===== src/mhp_pkg.sv =====
// Shared types, phase codes and field-size helpers for the message header parser.
// Used by mhp_fsm, mhp_out_reg and message_header_parser; depends on nothing.
`default_nettype none

package mhp_pkg;

    // Header parsing phases.
    localparam logic [1:0] PH_FLAGS = 2'd0;
    localparam logic [1:0] PH_TYPE  = 2'd1;
    localparam logic [1:0] PH_LINK  = 2'd2;
    localparam logic [1:0] PH_LEN   = 2'd3;

    // Mask for one 2-bit size code.
    localparam logic [1:0] CODE_MASK = 2'h3;

    // Width of the packed output tdata: 100 payload bits rounded up to bytes.
    localparam int unsigned RESULT_BITS = 32 + 32 + 32 + 4;
    localparam int unsigned M_TDATA_W   = ((RESULT_BITS + 7) / 8) * 8;

    // One decoded header.
    typedef struct packed {
        logic [3:0]  header_length;
        logic [31:0] body_length;
        logic [31:0] link_id;
        logic [31:0] msg_type;
    } t_result;

    // Type field size in bytes: 1, 2, 3 or 4.
    function automatic logic [2:0] type_bytes(input logic [1:0] code);
        type_bytes = {1'b0, code & CODE_MASK} + 3'd1;
    endfunction

    // Link id or body length size in bytes: 0, 1, 2 or 4.
    function automatic logic [2:0] opt_bytes(input logic [1:0] code);
        opt_bytes = ((code & CODE_MASK) == 2'd3) ? 3'd4 : {1'b0, code & CODE_MASK};
    endfunction

endpackage

`default_nettype wire


===== src/mhp_fsm.sv =====
// Header phase tracking and field accumulation, one byte per accepted item.
// Depends on mhp_pkg for phase codes, the result struct and size helpers.
`default_nettype none

module mhp_fsm (
    input  wire logic             i_clk,
    input  wire logic             i_rst_n,
    input  wire logic             i_accept,
    input  wire logic [7:0]       i_byte,
    output logic                  o_completes,
    output mhp_pkg::t_result      o_result
);
    import mhp_pkg::*;

    logic [1:0]  r_phase, n_phase;
    logic [5:0]  r_codes, n_codes;
    logic [1:0]  r_index, n_index;
    logic [31:0] r_type, n_type;
    logic [31:0] r_link, n_link;
    logic [31:0] r_len,  n_len;

    logic [2:0]  w_field_bytes;
    logic        w_field_done;
    logic        w_link_used;
    logic        w_len_used;
    logic [31:0] w_lane;

    // Size of the field being collected and whether this byte ends it.
    always_comb begin
        case (r_phase)
            PH_TYPE: w_field_bytes = type_bytes(r_codes[1:0]);
            PH_LINK: w_field_bytes = opt_bytes(r_codes[3:2]);
            PH_LEN:  w_field_bytes = opt_bytes(r_codes[5:4]);
            default: w_field_bytes = 3'd0;
        endcase
    end

    assign w_field_done = (({1'b0, r_index} + 3'd1) >= w_field_bytes);
    assign w_link_used  = (r_codes[3:2] != 2'd0);
    assign w_len_used   = (r_codes[5:4] != 2'd0);

    // The byte positioned in its lane of the 32-bit field.
    assign w_lane = {24'd0, i_byte} << {r_index, 3'b000};

    // A header completes on the last byte of its last non-empty field.
    always_comb begin
        o_completes = 1'b0;
        if (w_field_done) begin
            case (r_phase)
                PH_TYPE: o_completes = !w_link_used && !w_len_used;
                PH_LINK: o_completes = !w_len_used;
                PH_LEN:  o_completes = 1'b1;
                default: o_completes = 1'b0;
            endcase
        end
    end

    // Next-state logic for phase, index and accumulators.
    always_comb begin
        n_phase = r_phase;
        n_codes = r_codes;
        n_index = r_index;
        n_type  = r_type;
        n_link  = r_link;
        n_len   = r_len;
        if (i_accept) begin
            if (r_phase == PH_FLAGS) begin
                n_codes = i_byte[5:0];
                n_index = 2'd0;
                n_type  = 32'd0;
                n_link  = 32'd0;
                n_len   = 32'd0;
                n_phase = PH_TYPE;
            end else begin
                case (r_phase)
                    PH_TYPE: n_type = r_type | w_lane;
                    PH_LINK: n_link = r_link | w_lane;
                    default: n_len  = r_len  | w_lane;
                endcase
                if (!w_field_done) begin
                    n_index = r_index + 2'd1;
                end else begin
                    n_index = 2'd0;
                    if (o_completes) begin
                        n_phase = PH_FLAGS;
                    end else if (r_phase == PH_TYPE && w_link_used) begin
                        n_phase = PH_LINK;
                    end else begin
                        n_phase = PH_LEN;
                    end
                end
            end
        end
    end

    // Result fields include the byte being accepted now.
    always_comb begin
        o_result.msg_type      = n_type;
        o_result.link_id       = n_link;
        o_result.body_length   = n_len;
        o_result.header_length = 4'd1 + {1'b0, type_bytes(r_codes[1:0])}
                               + {1'b0, opt_bytes(r_codes[3:2])}
                               + {1'b0, opt_bytes(r_codes[5:4])};
    end

    // State registers.
    always_ff @(posedge i_clk) begin
        if (!i_rst_n) begin
            r_phase <= PH_FLAGS;
            r_codes <= 6'd0;
            r_index <= 2'd0;
            r_type  <= 32'd0;
            r_link  <= 32'd0;
            r_len   <= 32'd0;
        end else begin
            r_phase <= n_phase;
            r_codes <= n_codes;
            r_index <= n_index;
            r_type  <= n_type;
            r_link  <= n_link;
            r_len   <= n_len;
        end
    end

    // The byte index only moves inside a field.
    a_index_clear: assert property (@(posedge i_clk) disable iff (!i_rst_n)
        r_phase == PH_FLAGS |-> r_index == 2'd0)
        else $error("byte index not zero while waiting for flags");

    // A flags byte never finishes a header.
    a_no_flag_complete: assert property (@(posedge i_clk) disable iff (!i_rst_n)
        r_phase == PH_FLAGS |-> !o_completes)
        else $error("header completed on a flags byte");

    // A completed header returns to the flags phase.
    a_back_to_flags: assert property (@(posedge i_clk) disable iff (!i_rst_n)
        i_accept && o_completes |=> r_phase == PH_FLAGS)
        else $error("phase did not return to flags after a result");

endmodule

`default_nettype wire


===== src/mhp_out_reg.sv =====
// Output result register with valid flag for the master-side stream.
// Depends on mhp_pkg for the result struct.
`default_nettype none

module mhp_out_reg (
    input  wire logic             i_clk,
    input  wire logic             i_rst_n,
    input  wire logic             i_load,
    input  wire mhp_pkg::t_result i_result,
    input  wire logic             i_ready,
    output logic                  o_valid,
    output mhp_pkg::t_result      o_result
);
    import mhp_pkg::*;

    logic    r_valid;
    t_result r_result;

    // Valid flag: set on load, cleared when the item is taken.
    always_ff @(posedge i_clk) begin
        if (!i_rst_n) begin
            r_valid <= 1'b0;
        end else if (i_load) begin
            r_valid <= 1'b1;
        end else if (i_ready) begin
            r_valid <= 1'b0;
        end
    end

    // Payload needs no reset.
    always_ff @(posedge i_clk) begin
        if (i_load) begin
            r_result <= i_result;
        end
    end

    assign o_valid  = r_valid;
    assign o_result = r_result;

    // A new result never overwrites one that has not been taken.
    a_no_overwrite: assert property (@(posedge i_clk) disable iff (!i_rst_n)
        i_load |-> !r_valid || i_ready)
        else $error("result register overwritten while stalled");

    // A loaded result is presented on the next cycle.
    a_load_valid: assert property (@(posedge i_clk) disable iff (!i_rst_n)
        i_load |=> r_valid)
        else $error("loaded result not marked valid");

    // A waiting result is not dropped.
    a_no_drop: assert property (@(posedge i_clk) disable iff (!i_rst_n)
        r_valid && !i_ready |=> r_valid)
        else $error("stalled result dropped");

endmodule

`default_nettype wire


===== src/message_header_parser.sv =====
// Top level of the message header parser: byte stream in, decoded header out.
// Depends on mhp_pkg, mhp_fsm and mhp_out_reg.
//
//  Channel   Dir  Payload (tdata, low bit up)
//  s (in)    in   [7:0] byte_in
//  m (out)   out  [31:0] msg_type, [63:32] link_id, [95:64] body_length,
//                 [99:96] header_length, [103:100] zero
//
// A result appears in the output register in the cycle after the last header byte
// is accepted. Reset is synchronous, active low, and returns the parser to waiting
// for a flags byte with no result pending. One byte is accepted per cycle, even
// while a result waits, except that a header's last byte waits only while the
// output register holds an untaken result.
`default_nettype none

module message_header_parser (
    input  wire logic                          i_clk,
    input  wire logic                          i_rst_n,
    input  wire logic                          i_s_tvalid,
    output logic                               o_s_tready,
    input  wire logic [7:0]                    i_s_tdata,   // [7:0] byte_in
    output logic                               o_m_tvalid,
    input  wire logic                          i_m_tready,
    // [31:0] msg_type, [63:32] link_id, [95:64] body_length, [99:96] header_length
    output logic [mhp_pkg::M_TDATA_W-1:0]      o_m_tdata
);
    import mhp_pkg::*;

    logic    w_accept;
    logic    w_completes;
    t_result w_result;
    t_result w_out;

    // Only a completing byte needs room in the output register.
    assign o_s_tready = !w_completes || !o_m_tvalid || i_m_tready;
    assign w_accept   = i_s_tvalid && o_s_tready;

    mhp_fsm u_fsm (
        .i_clk       (i_clk),
        .i_rst_n     (i_rst_n),
        .i_accept    (w_accept),
        .i_byte      (i_s_tdata),
        .o_completes (w_completes),
        .o_result    (w_result)
    );

    mhp_out_reg u_out (
        .i_clk    (i_clk),
        .i_rst_n  (i_rst_n),
        .i_load   (w_accept && w_completes),
        .i_result (w_result),
        .i_ready  (i_m_tready),
        .o_valid  (o_m_tvalid),
        .o_result (w_out)
    );

    // Pack the result fields, zero padded to whole bytes.
    assign o_m_tdata = {{(M_TDATA_W - RESULT_BITS){1'b0}}, w_out};

endmodule

`default_nettype wire

===== config.mk =====
export PLATFORM = sky130hd
export DESIGN_NAME = message_header_parser
export DESIGN_NICKNAME = d
export VERILOG_FILES = /design/src/mhp_pkg.sv /design/src/mhp_fsm.sv /design/src/mhp_out_reg.sv /design/src/message_header_parser.sv
export SDC_FILE = /design/constraint.sdc
export NUM_CORES = 1
export LEC_CHECK = 0
export BUFFER_PORTS_ARGS = -buffer_cell sky130_fd_sc_hd__clkbuf_2
export CAP_MARGIN = 20
export CORE_AREA = 2 2 131 133
export DETAILED_ROUTE_END_ITERATION = 16
export DIE_AREA = 0 0 133 135
export GPL_ROUTABILITY_DRIVEN = 0
export HOLD_SLACK_MARGIN = 0.08
export PLACE_DENSITY = 0.77
export SLEW_MARGIN = 20
export SYNTH_ARGS = -nofsm -noshare
export SYNTH_HDL_FRONTEND = slang
export SYNTH_SLANG_ARGS = --single-unit

===== constraint.sdc =====
create_clock -name i_clk -period 17.65 [get_ports i_clk]
set_input_delay 1.765 -clock i_clk [delete_from_list [all_inputs] [get_ports i_clk]]
set_output_delay 1.765 -clock i_clk [all_outputs]
set_load 0.03 [all_outputs]

==> summary.md <==
| Metric | Value |
|---|---|
| Status | `finished clean` |
| Clk network pwr share | `0.400` |
| Setup repair bufs after CTS | `0` |
| I/O pins | `118` |
| CP endpoint kind | `output port` |
| ANT cells | `0` |
| Cell internal pwr | `773 uW` |
| PD cells | `102 nW/um^2` |
| Post-route insts no fill | `1,207` |
| Crit-path cells | `clkbuf_2, and2b_1, o2111ai_4, buf_4, nand2b_1, clkbuf_2` |
| Core area | `16,400 sq um` |
| Crit-path max FO | `100` |
| Worst EP required | `15.88 ns` |
| NetSw | `264 uW` |
| P_leak | `0.00351 uW` |
| Sequential fraction of the synthesis area | `0.572` |
| Die width | `133 um` |
| Number of enable flip-flop cells after synthesis | `100` |
| CTS root buffer | `clkbuf_16` |
| Syn_area_per_cell | `9.95 sq um` |
| First-pass GRT wire length | `32,400 um` |
| Setup tns final | `0 ns` |
| Clock Latency Late Sink | `0.51 ns` |
| Share of cells above drive strength 1 | `0.181` |
| Worst slew pin tran | `1.03 ns` |
| Critical Path Source Type | `input port` |
| Total Wirelength | `20,900 um` |
| Post_cts resized | `0` |
| Worst hold slack | `0.462 ns` |
| Final slew viol count | `0` |
| Worst path slowest cell | `buf_4` |
| Reg2Reg Depth | `8` |
| HPWL Detailed | `13,000 um` |
| WS Path Type | `in -> out` |
| Max-slew headroom | `0.310` |
| Row count | `47` |
| Vias post-DR | `6,694` |
| Worst hold path type | `reg -> reg` |
| Initial Utilization | `0.548` |
| FILL cells | `1,351` |
| Die Ht | `135 um` |
| Avg Vias per Cell | `5.55` |
| Port bufs | `113` |
| CTS tree | `built` |
| Crit path largest cell delay | `0.65 ns` |
| Switching share of power | `0.254` |
| Unique masters post-synth | `44` |
| Drt drc | `0` |
| DR pass1 iterations | `6` |
| R2R setup slack | `12.92 ns` |
| GRT Overall Usage | `0.228` |
| Mapped cell area | `8990 sq um` |
| RSZ-0062 raised after global routing | `false` |
| Area Overhead vs Synth | `13.3%` |
| DRT iter0 DRCs | `925` |
| Post-DP Area | `9550 sq um` |
| Largest net degree at the start of global routing | `125` |
| Placed cell count | `1,171` |
| Die area | `18,000 sq um` |
| Reg-to-reg startpoint | `u_fsm.r_index[0]$_SDFFE_PN0N_` |
| Clock Pin Slew Worst Setup and Hold Paths | `0.06 ns` |
| # hold bufs at CTS | `0` |
| Maximum vdd drop | `64.5 uV` |
| Hold Startpoint | `u_fsm.r_len[2]$_SDFF_PN0_` |
| WL per Instance | `17.3 um` |
| Worst EP arrival | `3.27 ns` |
| Logic pwr share | `0.095` |
| # clock sinks | `207` |
| Number of CTS-inserted buffers | `20` |
| Final Setup Violations | `0` |
| Worst reg2reg path endpoint | `u_out.o_result[33]$_DFFE_PP_` |
| Dominant synthesized flop cell | `dfxtp_1` |
| Final cycle utilization of the critical path | `0.285` |
| Nets | `1,002` |
| Most frequent CP cell | `clkbuf_2` |
| Vias in the first global route | `6,052` |
| Achievable Freq | `198 MHz` |
| Yosys reg bits | `207` |
| Grt ovf | `0` |
| Initial antenna violation count | `0` |
| Final Hold Fails | `0` |
| Post-DRT Antenna Nets | `0` |
| Syn Inst Count | `904` |
| Post-layout util | `0.621` |
| Fin crit period | `5.04 ns` |
| Synthesis warning total | `0` |
| Hold path depth | `2` |
| Hold endpoint | `u_fsm.r_len[2]$_SDFF_PN0_` |
| H-Tree Depth | `1` |
| Clock buffer depth | `3` |
| Flop pwr share | `0.506` |
| Fin Clk Skew | `0.0320 ns` |
| Final Cell Area | `10,200 sq um` |
| Synth async-reset ratio | `0` |
| Max Cap Violations | `0` |
## metal layers
layer,global-route usage,routed length (um),up-vias,part of all wire
met5,0,0,-,0
li1,-,-,3283,-
met3,0.0432,1640,48,0.078
met4,0.0824,653,0,0.031
met1,0.333,9410,3116,0.45
met2,0.342,9230,247,0.44
## registers in the layout (all words and copies together) (netlist names)
register,count
u_fsm.r_index,2
u_fsm.r_type,32
u_fsm.r_codes,6
u_fsm.r_phase,2
u_fsm.r_len,32
u_out.o_result,100
u_out.o_valid,1
u_fsm.r_link,32
## worst max path at each step
stage	endpoint	startpoint	cells past startpoint
CTS	o_s_tready	i_m_tready	6
finish	o_s_tready	i_m_tready	6
global route	o_s_tready	i_m_tready	6
floorplan	u_out.o_result[0]$_DFFE_PP_	i_s_tvalid	3
detailed placement	u_out.o_result[72]$_DFFE_PP_	i_m_tready	7
global placement	u_out.o_result[83]$_DFFE_PP_	i_m_tready	7
## cell usage after synthesis (2+ instances only)
cell type / n / area [sq um]
o211ai_1: 3 / 22.5
or3b_2: 8 / 70.1
o21a_1: 2 / 15.0
inv_1: 111 / 417
nand2b_1: 5 / 31.3
o21ai_0: 99 / 495
edfxtp_1: 100 / 3000
buf_4: 6 / 45.0
nand2_1: 24 / 90.1
and2_1: 2 / 12.5
nand3_1: 10 / 50.1
nor2b_1: 2 / 12.5
nand3b_1: 16 / 120
a211oi_1: 83 / 623
a21oi_1: 99 / 495
a211oi_2: 14 / 175
nor4_1: 2 / 12.5
buf_6: 4 / 45.0
clkbuf_1: 46 / 173
buf_2: 19 / 95.1
xnor2_1: 2 / 17.5
mux2i_1: 8 / 80.1
nor2_1: 97 / 364
dfxtp_1: 107 / 2140
ha_1: 14 / 175
fa_1: 3 / 60.1
## worst max-delay path, delay by kind of cell
kind / cells / cell delay (ns)
buffers and inverters: 3 / 0.93
and+or+nand+nor: 2 / 0.45
AOI/OAI and AO/OA: 1 / 0.11
## power groups by stage
stage	clock, uW	sequential (uW)	combinational (uW)
after global routing	438	525	107
after CTS	418	524	97.4
after detailed placement	0	535	97.1
final	415	524	98.1
after global placement	0	535	95.7
after floorplan	0	556	59.5
## layout by cell type (no fill, tap or decap), types with 8 or more instances in the layout
master,count
clkbuf_2,113
inv_1,111
dfxtp_1,107
edfxtp_1,100
a21oi_1,99
o21ai_0,99
nor2_1,97
a211oi_1,83
nand2_1,24
clkbuf_16,20
nand3b_1,16
a211oi_2,14
ha_1,14
nand3_1,10
or3b_2,8
mux2i_1,8
## through the flow
| step | total power (uW) | setup slack (ns) |
|---|---|---|
| after floorplan | 615 | 5.13 |
| after global placement | 630 | 12.54 |
| after detailed placement | 632 | 12.44 |
| after CTS | 1040 | 12.61 |
| after global routing | 1070 | 12.50 |
| final | 1040 | 12.61 |
## cell families (layout without fill, tap and decap cells)
kind of cell,after synthesis,count (layout),share of synthesized area
multiplexers,8,8,0.00890
other,1,4,0.000417
adder cells (fa/ha/maj),17,17,0.0262
buffers and inverters,187,267,0.0865
AND/OR/NAND/NOR,173,173,0.0907
XOR/XNOR,2,2,0.00195
AO/OA/AOI/OAI,309,309,0.213
flip-flops,207,207,0.572
## cell type report
cell class | instances | area, sq um | area share
Clock inverter | 12 | 101 | 0.00994
Clock buffer | 24 | 536 | 0.0525
Sequential cell | 207 | 5140 | 0.505
Tap cell | 220 | 275 | 0.0270
Timing Repair Buffer | 119 | 614 | 0.0603
Inverter | 112 | 420 | 0.0413
Multi-Input combinational cell | 513 | 3100 | 0.304
(Power assumes the default switching activity.)
